**config.mk**
```make
export PLATFORM = sky130hd
export DESIGN_NAME = double_hash_slot_allocator_unit
export DESIGN_NICKNAME = d
export VERILOG_FILES = /design/src/hw/rtl/dhsa_pkg.sv /design/src/hw/rtl/dhsa_mod_unit.sv /design/src/hw/rtl/dhsa_occ_mem.sv /design/src/hw/rtl/double_hash_slot_allocator_unit.sv
export SDC_FILE = /design/constraint.sdc
export NUM_CORES = 1
export LEC_CHECK = 0
export ABC_AREA = 1
export CELL_PAD_IN_SITES_DETAIL_PLACEMENT = 2
export CELL_PAD_IN_SITES_GLOBAL_PLACEMENT = 2
export CORE_MARGIN = 2
export CORE_UTILIZATION = 30
export DETAILED_ROUTE_END_ITERATION = 10
export DONT_BUFFER_PORTS = 1
export PLACE_DENSITY = 0.73
export SLEW_MARGIN = 20
export SYNTH_ARGS = -nofsm -noshare
export SYNTH_HDL_FRONTEND = slang
export SYNTH_SLANG_ARGS = --single-unit
```
**constraint.sdc**
```tcl
create_clock -name clk -period 15.34 [get_ports clk]
set_input_delay 0.767 -clock clk [delete_from_list [all_inputs] [get_ports clk]]
set_output_delay 0.767 -clock clk [all_outputs]
set_load 0.01 [all_outputs]
```
**src/hw/rtl/dhsa_pkg.sv**
```systemverilog
package dhsa_pkg;

  // Default table depth and fixed field widths.
  localparam int TABLE_DEPTH_DEF = 256;
  localparam int KEY_W           = 31;
  localparam int CFG_W           = 9;
  localparam int SLOT_W          = 8;

  localparam logic [CFG_W-1:0] TABLE_SIZE_RST = 9'd251;

  // Control bits of one access to the occupancy memory.
  typedef struct packed {
    logic rd;
    logic wr;
    logic wdata;
  } mem_cmd_t;

endpackage

```
**src/hw/rtl/dhsa_mod_unit.sv**
```systemverilog
module dhsa_mod_unit #(
  parameter int MW = 9
) (
  input  logic                       clk,
  input  logic                       rst,
  input  logic                       start,
  input  logic [dhsa_pkg::KEY_W-1:0] dividend,
  input  logic [MW-1:0]              divisor,
  output logic                       done,
  output logic [MW-1:0]              rem
);

  localparam int CNT_W = $clog2(dhsa_pkg::KEY_W);

  logic                       run;
  logic [CNT_W-1:0]           cnt;
  logic [dhsa_pkg::KEY_W-1:0] dvd;
  logic [MW-1:0]              dsr;
  logic [MW-1:0]              r;
  logic [MW:0]                trial;
  logic [MW:0]                r_next;

  // Restoring remainder, one dividend bit per cycle from the top.
  always_comb begin
    trial = {r, dvd[dhsa_pkg::KEY_W-1]};
    if (trial >= {1'b0, dsr}) begin
      r_next = trial - {1'b0, dsr};
    end else begin
      r_next = trial;
    end
  end

  always_ff @(posedge clk) begin
    if (rst) begin
      run  <= 1'b0;
      done <= 1'b0;
      cnt  <= '0;
    end else begin
      done <= 1'b0;
      if (start) begin
        run <= 1'b1;
        cnt <= '0;
        dvd <= dividend;
        dsr <= divisor;
        r   <= '0;
      end else if (run) begin
        r   <= r_next[MW-1:0];
        dvd <= {dvd[dhsa_pkg::KEY_W-2:0], 1'b0};
        cnt <= cnt + 1'b1;
        if (cnt == CNT_W'(dhsa_pkg::KEY_W - 1)) begin
          run  <= 1'b0;
          done <= 1'b1;
        end
      end
    end
  end

  assign rem = r;

endmodule

```
**src/hw/rtl/dhsa_occ_mem.sv**
```systemverilog
module dhsa_occ_mem #(
  parameter int DEPTH = 256,
  parameter int AW    = 8
) (
  input  logic               clk,
  input  dhsa_pkg::mem_cmd_t cmd,
  input  logic [AW-1:0]      addr,
  output logic               rdata
);

  logic mem [DEPTH];

  always_ff @(posedge clk) begin
    if (cmd.wr) begin
      mem[addr] <= cmd.wdata;
    end
    if (cmd.rd) begin
      rdata <= mem[addr];
    end
  end

endmodule

```
**src/hw/rtl/double_hash_slot_allocator_unit.sv**
```systemverilog
// Double-hashing slot allocator.
// A key word is accepted at a clock edge where start is high and busy is low.
// The block probes slots (home + i*step) mod M, with home = key mod M and
// step = 1 + key mod (M-1), and marks the first free slot occupied.
// Each key gives exactly one result word: done is high for one cycle with
// slot and table_full valid. The receiver cannot stall; results are never
// held back or repeated.
// The two remainders come from two bit-serial units running side by side.
// Each probe is a read and a check of the occupancy memory. A key found on
// probe p (from 1) gives done at the end of that probe; a full table gives
// it after M probes.
// One key is in flight at a time; busy stays high until done.
// Reset clears the occupancy memory with a pass over all TABLE_DEPTH slots,
// one slot per cycle, during which busy is high. table_size resets to 251
// and may be written through cfg_we/cfg_wdata at any time the block is idle.
module double_hash_slot_allocator_unit #(
  parameter int TABLE_DEPTH = dhsa_pkg::TABLE_DEPTH_DEF
) (
  input  logic                        clk,
  input  logic                        rst,
  input  logic                        start,
  output logic                        busy,
  input  logic [dhsa_pkg::KEY_W-1:0]  key,
  output logic                        done,
  output logic [dhsa_pkg::SLOT_W-1:0] slot,
  output logic                        table_full,
  input  logic                        cfg_we,
  input  logic [dhsa_pkg::CFG_W-1:0]  cfg_wdata
);

  localparam int AW = $clog2(TABLE_DEPTH);
  localparam int MW = $clog2(TABLE_DEPTH + 1);
  localparam int CW = (MW > dhsa_pkg::CFG_W) ? MW : dhsa_pkg::CFG_W;

  typedef enum logic [2:0] {
    S_CLEAR,
    S_IDLE,
    S_DIV,
    S_READ,
    S_CHECK
  } state_t;

  state_t                     state;
  logic [dhsa_pkg::CFG_W-1:0] table_size;
  logic [AW-1:0]              clr_addr;
  logic [MW-1:0]              m;
  logic [MW-1:0]              h;
  logic [MW-1:0]              step;
  logic [MW-1:0]              probe;

  logic [CW-1:0]      ts_ext;
  logic [MW-1:0]      m_eff;
  logic               accept;
  logic               div0_done;
  logic               div1_done;
  logic [MW-1:0]      rem0;
  logic [MW-1:0]      rem1;
  logic [MW:0]        h_sum;
  logic [MW-1:0]      h_next;
  dhsa_pkg::mem_cmd_t mem_cmd;
  logic [AW-1:0]      mem_addr;
  logic               mem_rdata;

  // The configured size is clamped to the range the table supports.
  always_comb begin
    ts_ext = CW'(table_size);
    if (ts_ext < CW'(2)) begin
      m_eff = MW'(2);
    end else if (ts_ext > CW'(TABLE_DEPTH)) begin
      m_eff = MW'(TABLE_DEPTH);
    end else begin
      m_eff = ts_ext[MW-1:0];
    end
  end

  assign accept = start && (state == S_IDLE);
  assign busy   = (state != S_IDLE);

  dhsa_mod_unit #(.MW(MW)) u_mod_home (
    .clk      (clk),
    .rst      (rst),
    .start    (accept),
    .dividend (key),
    .divisor  (m_eff),
    .done     (div0_done),
    .rem      (rem0)
  );

  dhsa_mod_unit #(.MW(MW)) u_mod_step (
    .clk      (clk),
    .rst      (rst),
    .start    (accept),
    .dividend (key),
    .divisor  (m_eff - 1'b1),
    .done     (div1_done),
    .rem      (rem1)
  );

  // Both h and step are below M, so one conditional subtract wraps the sum.
  always_comb begin
    h_sum = {1'b0, h} + {1'b0, step};
    if (h_sum >= {1'b0, m}) begin
      h_next = MW'(h_sum - {1'b0, m});
    end else begin
      h_next = h_sum[MW-1:0];
    end
  end

  always_comb begin
    mem_cmd  = '0;
    mem_addr = h[AW-1:0];
    unique case (state)
      S_CLEAR: begin
        mem_cmd.wr = 1'b1;
        mem_addr   = clr_addr;
      end
      S_READ: begin
        mem_cmd.rd = 1'b1;
      end
      S_CHECK: begin
        if (!mem_rdata) begin
          mem_cmd.wr    = 1'b1;
          mem_cmd.wdata = 1'b1;
        end
      end
      default: begin
        mem_cmd = '0;
      end
    endcase
  end

  dhsa_occ_mem #(.DEPTH(TABLE_DEPTH), .AW(AW)) u_occ_mem (
    .clk   (clk),
    .cmd   (mem_cmd),
    .addr  (mem_addr),
    .rdata (mem_rdata)
  );

  always_ff @(posedge clk) begin
    if (rst) begin
      table_size <= dhsa_pkg::TABLE_SIZE_RST;
    end else if (cfg_we) begin
      table_size <= cfg_wdata;
    end
  end

  always_ff @(posedge clk) begin
    if (rst) begin
      state    <= S_CLEAR;
      clr_addr <= '0;
      done     <= 1'b0;
    end else begin
      done <= 1'b0;
      unique case (state)
        S_CLEAR: begin
          clr_addr <= clr_addr + 1'b1;
          if (clr_addr == AW'(TABLE_DEPTH - 1)) begin
            state <= S_IDLE;
          end
        end
        S_IDLE: begin
          if (start) begin
            m     <= m_eff;
            state <= S_DIV;
          end
        end
        S_DIV: begin
          if (div0_done && div1_done) begin
            h     <= rem0;
            step  <= rem1 + 1'b1;
            probe <= '0;
            state <= S_READ;
          end
        end
        S_READ: begin
          state <= S_CHECK;
        end
        S_CHECK: begin
          if (!mem_rdata) begin
            done       <= 1'b1;
            slot       <= dhsa_pkg::SLOT_W'(h);
            table_full <= 1'b0;
            state      <= S_IDLE;
          end else if (probe == m - 1'b1) begin
            done       <= 1'b1;
            slot       <= '0;
            table_full <= 1'b1;
            state      <= S_IDLE;
          end else begin
            h     <= h_next;
            probe <= probe + 1'b1;
            state <= S_READ;
          end
        end
        default: begin
          state <= S_IDLE;
        end
      endcase
    end
  end

endmodule
```
==> results of run 1 <==
==> how the worst max path moves through the flow <==
| stage | startpoint | to | slack [ns] | cells past startpoint |
|---|---|---|---|---|
| finish | h[0]$_DFFE_PP_ | h[6]$_DFFE_PP_ | 10.78 | 18 |
| detailed placement | h[0]$_DFFE_PP_ | h[6]$_DFFE_PP_ | 10.81 | 18 |
| global placement | h[0]$_DFFE_PP_ | h[6]$_DFFE_PP_ | 11.17 | 18 |
| CTS | h[0]$_DFFE_PP_ | h[6]$_DFFE_PP_ | 10.77 | 18 |
| global route | h[0]$_DFFE_PP_ | h[6]$_DFFE_PP_ | 10.47 | 18 |
| floorplan | state[0]$_SDFFE_PP0P_ | u_occ_mem.mem[177]$_DFFE_PP_ | 6.46 | 10 |
==> layout make-up <==
type	count	area share, %
inverters	130	2.06
repair buffers	15	0.528
flip-flops and latches	435	53.7
clock inverters	21	0.576
clock buffers	75	6.03
multi-input cells	1660	32.1
well taps	940	4.97
==> state kept, by name (all words and copies together) (netlist names), 3 cells and up <==
signal	count
u_mod_step.rem	9
clr_addr	8
u_occ_mem.mem	256
u_mod_step.cnt	5
u_mod_home.rem	9
m	9
state	3
u_mod_home.dsr	9
table_size	9
u_mod_step.dvd	31
h	9
slot	8
step	9
u_mod_step.dsr	9
u_mod_home.cnt	5
probe	9
u_mod_home.dvd	31
==> critical path, cell delays in order (launching register included) <==
cell	delay (ns)
sky130_fd_sc_hd__edfxtp_1	0.51
sky130_fd_sc_hd__ha_1	0.28
sky130_fd_sc_hd__fa_1	0.42
sky130_fd_sc_hd__a21oi_1	0.18
sky130_fd_sc_hd__o21bai_1	0.17
sky130_fd_sc_hd__a21oi_1	0.20
sky130_fd_sc_hd__o21ai_0	0.13
sky130_fd_sc_hd__xnor2_1	0.23
sky130_fd_sc_hd__inv_1	0.08
sky130_fd_sc_hd__ha_1	0.33
sky130_fd_sc_hd__inv_1	0.07
sky130_fd_sc_hd__nor3_1	0.32
sky130_fd_sc_hd__a21oi_1	0.11
sky130_fd_sc_hd__nand2_1	0.12
sky130_fd_sc_hd__nand2_1	0.06
sky130_fd_sc_hd__nand3_1	0.34
sky130_fd_sc_hd__inv_1	0.25
sky130_fd_sc_hd__o21ai_0	0.39
sky130_fd_sc_hd__nand2_1	0.10
==> cells in the mapped netlist, drive strengths merged (5+ instances only) <==
cell type and number:
a21oi 73, nand3 69, clkbuf 35, nand4 12
xor2 34, nor3 20, xnor2 18, inv 129
buf 72, edfxtp 400, nand2 928, a211oi 5
nor2 346, o21ai 77, dfxtp 35, ha 45
==> kinds of logic (layout without fill, tap and decap cells) <==
family                     after synthesis  in the layout
adders and majority gates               49             49
AOI/OAI and AO/OA                      173            173
and+or+nand+nor                       1386           1386
DFF                                    435            435
buffers and inverters                  237            241
xor gates and xnor gates                52             52
==> metrics by stage <==
stage | utilization, % | worst slack, ns | instances | instance area, um^2
floorplan | - | 6.46 | 2332 | 21300
global placement | 31.5 | 11.17 | 3180 | 22100
detailed placement | 31.5 | 10.81 | 3180 | 22100
CTS | 33.7 | 10.77 | 3276 | 23700
global route | 33.8 | 10.47 | 3276 | 23700
finish | 33.8 | 10.78 | 3276 | 23700
==> power breakdown <==
group / leakage, nW / switching [mW] / total (mW) / internal, mW
Sequential: 3.73 / 0.0299 / 1.40 / 1.37
Combinational: 4.84 / 1.20 / 1.58 / 0.383
Clock: 0.759 / 0.493 / 1.17 / 0.675
==> per-layer routing <==
layer	track usage, %	up-vias	share of wire [%]
met5	0	-	0
met4	5.29	0	2.8
met3	2.36	99	3.2
met2	31.9	223	51
met1	21.4	8012	43
li1	-	7516	-
==> impl.org, run 1 <==
** Drt
- Remaining design rule violation count :: 0
- The routed layout has 15900 vias.
- Post-detailed-route via-to-cell ratio :: 4.84
- Wire length reported by the detailed router :: 63400 um
- The detailed router finished its first iteration with ~900 violations.
- The detail route stage leaves a number of antenna-violating nets equal to 0.
- Drt pass-1 iters :: 5
- Routed wirelength normalized by instance count :: 19.4 um

** Setup path
- Setup slack of the most critical reg-to-reg path :: between 10 and 15 ns
- By startpoint and endpoint, the worst setup path is classified as reg2reg.
- Counting cells, the worst reg-to-reg path comes to 18.
- Endpoint arrival time on the critical path :: 4.90 ns
- Category of the worst setup path capture point :: register
- STA classifies the critical path startpoint as a register.
- Reg-to-Reg End :: h[6]$_DFFE_PP_
- The worst register-to-register path begins at h[0]$_DFFE_PP_.
- Largest driver fanout on the critical path :: 11
- STA puts the critical path data required time at about 16 ns.

** Floorplan
- The die covers ~73000 um^2.
- Placeable Area :: about 70000 um^2
- I/O pin count :: 55
- Chip Width :: 270 um
- Once the floorplan was initialized, standard cells occupied 30.3% of the core.
- Standard-cell rows :: a little under 100
- From bottom edge to top edge, the die measures 270 um.

** Pwr
- Across the VDD grid, the largest voltage drop is 0.123 mV.
- Dividing total power by cell area gives a power density of 175 nW/um^2.
- Design Power :: 4.15 mW
- Static Leak :: 9.33 nW

** Synthesis
- The synthesized netlist devotes 25.9% of its cell area to simple gates.
- Post-synthesis compound-gate area fraction :: 4.41%
- Post-synthesis net count :: 2425
- Of the post-synthesis cell area, the part taken by muxes is 0%.
- Most used flip-flop cell after synthesis :: sky130_fd_sc_hd__edfxtp_1
- Synth warnings :: 0
- Distinct cell type count after synthesis :: 46
- Leading area contributor after synthesis :: sky130_fd_sc_hd__edfxtp_1
- By area the synthesized netlist is led by sky130_fd_sc_hd__edfxtp_1 (56%), sky130_fd_sc_hd__nand2_1 (16%), sky130_fd_sc_hd__nor2_1 (5.9%).
- After synthesis the netlist holds a flip-flop and latch count of 435.
- Summing every instance area after synthesis gives 21300 um^2.
- The share of synthesized area in the top cell type comes to a little under three fifths.
- Sequential cells were found to cover 59.8% of the synthesized design area.
- After synthesis, the largest family of logic cells by area is simple AND/OR/NAND/NOR gates.
- Synthesis handed over a netlist of 2332 instances.
- Of the total synthesized cell area, the portion taken by full adders, half adders and majority gates is 3.02%.
- Parity-gate share of the synthesized area counting xor and xnor cells :: 2.14%
- In the synthesized netlist the async set-or-reset flop fraction comes to 0%.
- The synthesized design contains 400 enable-type register cells.
- A synthesized cell averages 9.12 um^2.

** Clock network
- Total clock buffers created by CTS :: 52
- Total number of clock tree sinks :: 435
- The cell sitting at the root of the clock tree is a sky130_fd_sc_hd__clkbuf_16.
- Clock tree from TritonCTS :: yes
- Maximum number of buffers from clock root to sink :: 3
- The H-tree was split into 2 levels.
- Clock latency of the later-clocked register in the worst-skew pair :: about 0.6 ns
- Clock-pin slew was measured on the worst setup and hold paths at 0.07 ns.
- Hold bufs inserted after CTS :: 0
- The number of setup buffers added after CTS is 0.
- Count of cells resized by post-cts repair :: 0

** Cells and area
- The top cell types in the final layout, fill and taps aside, are sky130_fd_sc_hd__nand2_1 (913), sky130_fd_sc_hd__edfxtp_1 (400), sky130_fd_sc_hd__nor2_1 (331).
- The library cell used most frequently in the layout, excluding fill and tap cells, is sky130_fd_sc_hd__nand2_1.
- Multi-input gate area :: 7610 um^2
- From synthesis to final layout, the design area changed by 11.3%.
- The final layout contains 2387 nets.
- FF+latch area :: 12700 um^2
- 0 antenna diodes ended up in the layout.
- Of the cells placed in the final design, the portion with a size suffix greater than 1 is 5.35%.
- Counting the fill cells in the layout gives 7871.

** Timing
- Transition time of the tightest slew-check pin :: ~1.2 ns
- Worst slew margin relative to its limit :: between 20% and 30%
- Hold timing on the final database bottoms out at a slack of 0.239 ns.
- Final worst-path cycle share :: 29.7%
- TNS Setup :: 0 ns
- Setup repair after global routing left no endpoint under its margin.
- The clock period could shrink to 4.56 ns.
- The hold violation total from the final report was 0.
- Setup violations, final :: 0
- Final-report max-slew violation count :: 0
- Derived from the worst setup path, the maximum achievable clock frequency is between 200 and 250 MHz.
- Clock skew :: 0.0286 ns

** Global routing
- Global-route wire length before repair :: 100000 um
- Global routing usage summed across all routing layers :: 17.5%
- Total congestion overflow after global routing :: 0
- The via count of the first global-routing pass came to 17600.
- Largest net degree at the start of global routing :: 258
- The initial antenna violation count was 0.

** Hold path
- The path with the worst hold slack has its endpoint at clr_addr[5]$_SDFFE_PP0P_.
- In this run the worst hold path is classified as in2reg.
- Start point of the worst hold path :: rst
- Cell count of the worst hold path :: 1

** Flow run
- Across the run, the number of max-cap violations was 0.

** Placed design
- The wire-length estimate of the detail-placed layout is 39100 um.
- Number of port buffers :: 0
- At the end of routability-driven placement, the weighted congestion stood at ~0.8.

** Status
- Run status :: finished, final reports clean
Power figures use the tool's default switching activity.
==> run 2: changes to the inputs <==
- clock period: 15.34 -> 4.63 ns (I/O delays scaled with it)
==> impl.org, run 2 (synthesized netlist as in run 1, its figures left out) <==
** Timing
- The worst slew slack as a fraction of its limit was 25.4% (+4.5 points).
- Final critical delay including setup and external delays :: 4.20 ns (-0.364 ns)
- The post-route fraction of the period consumed by the critical path came to 90.7% (+61 points).
- Transition time of the tightest slew-check pin :: 1.12 ns (-0.0701 ns)
- Clock skew :: 0.0169 ns (-0.0117 ns)
- The total of endpoints with negative setup slack in the final report is 0 (unchanged).
- FMAX :: 238 MHz (+8.7%)
- The final hold slack is 0.0497 ns (-0.190 ns).
- The sum of negative setup slack was 0 ns (unchanged).
- The hold violation total from the final report is 0 (unchanged).
- Final-report max-slew violation count :: 0 (unchanged)
- Setup repair after global routing left no endpoint under its margin.

** Pwr
- The share of total power in the clock network is 30.0% (+1.9 points).
- The net load switching power is 5.90 mW (+240%).
- The combinational group share of total power is 37.7% (-0.4 points).
- Worst voltage drop across the vdd grid :: 0.330 mV (+170%)
- Proportion of power drawn by flip-flops and latches :: 32.3% (-1.5 points)
- Sw Share :: 41.0% (-0.42 points)
- The design internal power came to 8.48 mW (+250%).
- Design Power :: 14.4 mW (+250%)
- Power per unit of standard cell area :: 589 nW/um^2 (+240%)
- Static Leak :: 9.69 nW (+3.8%)

** Placed design
- The quantity of I/O buffers inserted on ports came to 0 (unchanged).
- Final RePlAce weighted congestion :: 0.793 (-0.76%)
- Cell Count Post-Placement :: 3194 (+0.44%)
- The post-detailed-placement half-perimeter wirelength is 42100 um (+7.7%).

** Cells and area
- Commonest cells after routing, fill and taps aside :: sky130_fd_sc_hd__nand2_1 (913), sky130_fd_sc_hd__edfxtp_1 (400), sky130_fd_sc_hd__nor2_1 (332)
- The flip-flop count of the largest register, all copies and words added was 256 (unchanged).
- Layout cells sized above 1 :: 6.56% (+1.2 points)
- Leading cell type in the layout, fill and taps excluded :: sky130_fd_sc_hd__nand2_1
- Non-filler cells, final :: 3333 (+1.7%)
- Compared with the post-synthesis result, the final layout area differs by 14.9%.
- In the final layout, the registers with the most flip-flops are u_occ_mem.mem x256, u_mod_home.dvd x31, u_mod_step.dvd x31.
- Most flops, register :: u_occ_mem.mem
- The count of antenna diodes in the layout is 0 (unchanged).
- Total number of nets in the final design :: 2445 (+2.4%)
- Final core occ :: 34.8% (+1.1 points)

** Global routing
- Global routing usage summed across all routing layers :: 18.1% (+0.63 points)
- Via count of the first global-routing pass :: 18000 (+2.4%)
- Antenna violations before repair :: 0 (unchanged)
- The wire length of the first global-routing pass is 104000 um (+3.6%).
- Total congestion overflow after global routing :: 0 (unchanged)
- Largest net degree at the start of global routing :: 132 (-49%)

** Clock network
- The maximum clock path buffer count came to 3 (unchanged).
- The number of buffers inserted during clock tree synthesis is 53 (+1.9%).
- The tree is rooted in a sky130_fd_sc_hd__clkbuf_16.
- H-tree levels :: 2 (unchanged)
- The worst-skew pair later-pin latency came to 0.60 ns (about the same).
- The total number of clock tree sinks is 435 (unchanged).
- Clock transition at path regs :: 0.06 ns (about the same)
- The hold buffer count at CTS came to 43 (+43).
- Setup Buffers After CTS :: 0 (unchanged)
- Clock tree from TritonCTS :: yes
- The count of instances resized after the clock tree is built was 0 (unchanged).

** Floorplan
- The I/O pin count was 55 (unchanged).
- Standard-cell rows :: 97 (unchanged)
- The effective utilization at floorplan was 30.3% (unchanged).
- The floorplan core area was 70100 um^2 (unchanged).
- The die height was 270 um (unchanged).
- Chip Width :: 270 um (unchanged)
- The full die area was 73000 um^2 (unchanged).

** Drt
- Post-detailed-route via-to-cell ratio :: 4.86 (+0.47%)
- The final routed wire length divided by cell count was 19.8 um (+2.5%).
- Overall via count from detail_route :: 16200 (+2.2%)
- 1st-iter DRT viols :: 832 (-7.3%)
- The number of routed nets with antenna violations came to 0 (unchanged).
- Drt pass-1 iters :: 5 (unchanged)
- The detailed-route DRC error count is 0 (unchanged).
- Wire length reported by the detailed router :: 66100 um (+4.2%)

** Setup path
- STA classifies the critical path endpoint as a register.
- Crit path kind :: reg2reg
- The worst setup path is launched from a register.
- Endpoint arrival time on the critical path :: 4.55 ns (-0.35 ns)
- Required time at the endpoint of the critical path :: 4.98 ns (-10.70 ns)
- Largest driver fanout on the critical path :: 11 (unchanged)

** Flow run
- Max-cap violations :: 0 (unchanged)

** Status
- Run status :: finished, final reports clean

** Hold path
- In this run the worst hold path is classified as in2reg.
==> run 2: stage by stage <==
step / worst slack, ns / area (um^2)
after floorplan: 0.238 / 21300
after global placement: 0.674 / 22200
after detailed placement: 0.446 / 22200
after CTS: 0.431 / 24400
after global routing: 0.177 / 24400
final: 0.432 / 24400
==> run 2: area by class of cell <==
type | instances | area [um^2]
sequential | 435 | 12700
clock buffer | 66 | 1420
fill | 7825 | 45700
multi-input combinational | 1660 | 7610
inverter | 130 | 489
timing repair buffer | 72 | 668
clock inverter | 30 | 359
tap | 940 | 1180
==> run 2: power by group through the flow <==
stage,logic [mW],clock network (mW),registers (mW)
final,5.43,4.32,4.64
after floorplan,3.63,0,4.68
after CTS,5.51,4.44,4.64
after detailed placement,5.44,0,4.72
after global placement,5.27,0,4.71
after global routing,6.14,4.58,4.66
==> run 2: worst max-delay path, stage by stage (launching register included) <==
cell and delay, ns:
sky130_fd_sc_hd__edfxtp_1 0.50, sky130_fd_sc_hd__ha_1 0.28, sky130_fd_sc_hd__fa_1 0.42, sky130_fd_sc_hd__a21oi_1 0.17
sky130_fd_sc_hd__o21bai_1 0.14, sky130_fd_sc_hd__a21oi_1 0.15, sky130_fd_sc_hd__o21ai_0 0.12, sky130_fd_sc_hd__xnor2_1 0.28
sky130_fd_sc_hd__inv_1 0.09, sky130_fd_sc_hd__ha_1 0.34, sky130_fd_sc_hd__inv_1 0.07, sky130_fd_sc_hd__nor3_1 0.26
sky130_fd_sc_hd__a21oi_1 0.10, sky130_fd_sc_hd__nand2_1 0.10, sky130_fd_sc_hd__nand2_1 0.06, sky130_fd_sc_hd__nand3_1 0.31
sky130_fd_sc_hd__inv_1 0.23, sky130_fd_sc_hd__o21ai_0 0.22, sky130_fd_sc_hd__o21ai_0 0.10
==> run 2: path summary, 6_finish.rpt <==
check / endpoint / slack (ns) / depth (start not counted) / from
worst max-delay path: h[1]$_DFFE_PP_ / 0.43 / 18 / h[0]$_DFFE_PP_
worst min-delay path: m[8]$_DFFE_PP_ / 0.05 / 2 / rst
worst max register to register: h[1]$_DFFE_PP_ / 0.43 / 18 / h[0]$_DFFE_PP_
worst min register to register: clr_addr[7]$_SDFFE_PP0P_ / 0.49 / 2 / clr_addr[7]$_SDFFE_PP0P_
==> run 2: per-layer routing <==
| layer | vias up | routed length, um | GRT usage [%] |
|---|---|---|---|
| met5 | - | 0 | 0 |
| met4 | 0 | 1770 | 5.67 |
| met3 | 115 | 2130 | 2.50 |
| met2 | 237 | 33100 | 32.5 |
| met1 | 8208 | 29100 | 22.5 |
| li1 | 7641 | - | - |
==> run 3: changes to the inputs <==
- clock period: 4.63 -> 4.6 ns (I/O delays scaled with it)
==> impl.org, run 3 (synthesized netlist as in run 1, its figures left out) <==
** Drt
- Overall via count from detail_route :: 16100 (-0.56%)
- Post-detailed-route via-to-cell ratio :: 4.84 (-0.44%)
- Wire length reported by the detailed router :: 65000 um (-1.7%)
- The starting DRC count in detailed routing came to 758 (-8.9%).
- Remaining design rule violation count :: 0 (unchanged)
- Routed wirelength normalized by instance count :: 19.5 um (-1.6%)
- The number of routed nets with antenna violations was 0 (unchanged).
- The first-pass detailed-route iteration total was 5 (unchanged).

** Setup path
- Largest driver fanout on the critical path :: 11 (unchanged)
- STA classifies the critical path startpoint as a register.
- Cell occurring most often along the worst timing path :: sky130_fd_sc_hd__a21oi_1
- Category of the worst setup path capture point :: register
- The delay of the slowest cell on the worst path came to 0.46 ns (-0.04 ns).
- Depth of the worst register-to-register path :: 18 (unchanged)
- The critical path is of the reg2reg type.
- Slowest library cell on the worst path :: sky130_fd_sc_hd__edfxtp_1
- CP Cell Sequence :: ha_1 -> fa_1 -> a21oi_1 -> o21bai_1 -> a21oi_1 -> o21ai_0 -> xnor2_1 -> inv_1 -> ha_1 -> inv_1 -> nor3_1 -> a21oi_1 -> nand2_1 -> nand2_1 -> nand3_1 -> inv_1 -> a21oi_1 -> a21oi_1
- Endpoint arrival time on the critical path :: 4.32 ns (-0.23 ns)
- The data required time at the worst endpoint was 4.93 ns (-0.05 ns).

** Timing
- Final worst-path cycle share :: 86.7% (-4.0 points)
- The clock skew came to 0.0155 ns (-0.00137 ns).
- The sum of negative setup slack was 0 ns (unchanged).
- The worst slew slack as a fraction of its limit came to 5.92% (-20 points).
- Setup violations, final :: 0 (unchanged)
- The final period demand of the worst path came to 3.99 ns (-0.211 ns).
- RSZ-0062 raised after global routing :: no
- Transition time of the tightest slew-check pin :: 1.41 ns (+0.295 ns)
- FMAX :: 251 MHz (+5.3%)
- The least setup slack across all paths after layout is 0.613 ns (+0.181 ns).
- Hold Vio Cnt, Final :: 0 (unchanged)
- Final-report max-slew violation count :: 0 (unchanged)

** Global routing
- Via count of the first global-routing pass :: 18100 (+0.51%)
- Global routing usage summed across all routing layers :: 17.9% (-0.26 points)
- Global-route wire length before repair :: 103000 um (-0.73%)
- The total overflow reported by the global router came to 0 (unchanged).
- Largest net degree at the start of global routing :: 257 (+95%)
- The initial antenna violation count was 0 (unchanged).

** Cells and area
- The area taken by multi-input logic gates was 7610 um^2 (about the same).
- Commonest cells after routing, fill and taps aside :: sky130_fd_sc_hd__nand2_1 (912), sky130_fd_sc_hd__edfxtp_1 (400), sky130_fd_sc_hd__nor2_1 (332)
- Layout cells sized above 1 :: 6.24% (-0.32 points)
- Fillcell total :: 7875 (+0.64%)
- Most flops, register :: u_occ_mem.mem
- The sequential standard cell area is 12700 um^2 (unchanged).
- Leading cell type in the layout, fill and taps excluded :: sky130_fd_sc_hd__nand2_1
- Non-filler cells, final :: 3329 (-0.12%)
- The count of antenna diodes in the layout came to 0 (unchanged).
- The final design area excluding fillers came to 24300 um^2 (-0.48%).
- Registers with the highest flip-flop counts :: u_occ_mem.mem x256, u_mod_home.dvd x31, u_mod_step.dvd x31
- Total number of nets in the final design :: 2441 (-0.16%)
- Largest register FFs :: 256 (unchanged)
- From synthesis to final layout, the design area changed by 14.3%.

** Floorplan
- Chip Width :: 270 um (unchanged)
- I/O pin count :: 55 (unchanged)
- The floorplan core area is 70100 um^2 (unchanged).
- Chip Height :: 270 um (unchanged)
- The count of standard-cell rows was 97 (unchanged).
- Die Footprint :: 73000 um^2 (unchanged)
- Starting density of the core :: 30.3% (unchanged)

** Pwr
- The final total power is 14.2 mW (-1.5%).
- Static Leak :: 9.63 nW (-0.57%)
- The worst ir drop on vdd came to 0.335 mV (+1.8%).
- The power density relative to cell area came to 583 nW/um^2 (-1.0%).

** Clock network
- The clock-pin slew on the worst setup and hold paths was 0.06 ns (about the same).
- TritonCTS built the clock tree.
- Total number of clock tree sinks :: 435 (unchanged)
- The number of buffers inserted during clock tree synthesis came to 51 (-3.8%).
- Clock tree synthesis selected as its root buffer the cell sky130_fd_sc_hd__clkbuf_16.
- The worst-skew pair later-pin latency was 0.59 ns (about the same).
- The count of instances resized after the clock tree is built came to 0 (unchanged).
- The setup fix buffers added after clock tree synthesis is 0 (unchanged).
- H-tree levels :: 2 (unchanged)
- Maximum number of buffers from clock root to sink :: 3 (unchanged)
- Hold bufs inserted after CTS :: 43 (unchanged)

** Status
- The flow ran to the end, and the final reports show no timing, DRC or antenna violations.

** Flow run
- Max-cap violations :: 0 (unchanged)

** Placed design
- The cell count after placement is 3192 (-0.063%).
- The setup slack at placement is 0.636 ns (+0.189 ns).
- Number of port buffers :: 0 (unchanged)
- Final RePlAce weighted congestion :: 0.807 (+1.7%)
- Placed wire-length estimate after detailed placement :: 41300 um (-1.8%)
- Area after detailed placement :: 22200 um^2 (about the same)

** Hold path
- Cell count of the worst hold path :: 2 (unchanged)
- The path class of the tightest hold or removal check is in2reg.
## run 3: power breakdown
group / switching [mW] / internal (mW)
Clock: 1.68 / 2.44
Sequential: 0.0946 / 4.57
Combinational: 4.03 / 1.36
Total: 5.80 / 8.37
## run 3: layout make-up
class                      instances  area share, %
timing repair buffer              70           2.76
sequential                       435           52.3
inverter                         130           2.01
clock buffer                      66           5.52
clock inverter                    28           1.28
tap                              940           4.84
multi-input combinational       1660           31.3
## run 3: path summary, 6_finish.rpt
check / end / from / slack (ns)
hold / removal: m[2]$_DFFE_PP_ / rst / 0.05
setup reg to reg: h[5]$_DFFE_PP_ / h[0]$_DFFE_PP_ / 0.61
setup / recovery: h[5]$_DFFE_PP_ / h[0]$_DFFE_PP_ / 0.61
hold reg to reg: m[8]$_DFFE_PP_ / table_size[8]$_SDFFE_PP0P_ / 0.49
## run 3: worst max-delay path, delay by kind of cell (launching register included)
family          cells  cell delay (ns)
flops               1             0.46
simple gates        4             0.70
compound gates      7             0.95
fa+ha+maj           3             1.02
xor+xnor            1             0.21
buf+inv             3             0.38
## run 3: routing by layer
metal | wire length, um | global-route usage (%) | vias up
met1 | 27900 | 21.9 | 8115
met5 | 0 | 0 | -
li1 | - | - | 7634
met4 | 1980 | 5.99 | 0
met3 | 2210 | 2.56 | 114
met2 | 32900 | 32.1 | 247
## run 3: stage by stage
step                      hold WS, ns  util (%)
after floorplan                 0.330         -
after global placement          0.307      31.7
after detailed placement        0.313      31.7
after CTS                      0.0125      34.6
after global routing           0.0412      34.7
final                          0.0506      34.7
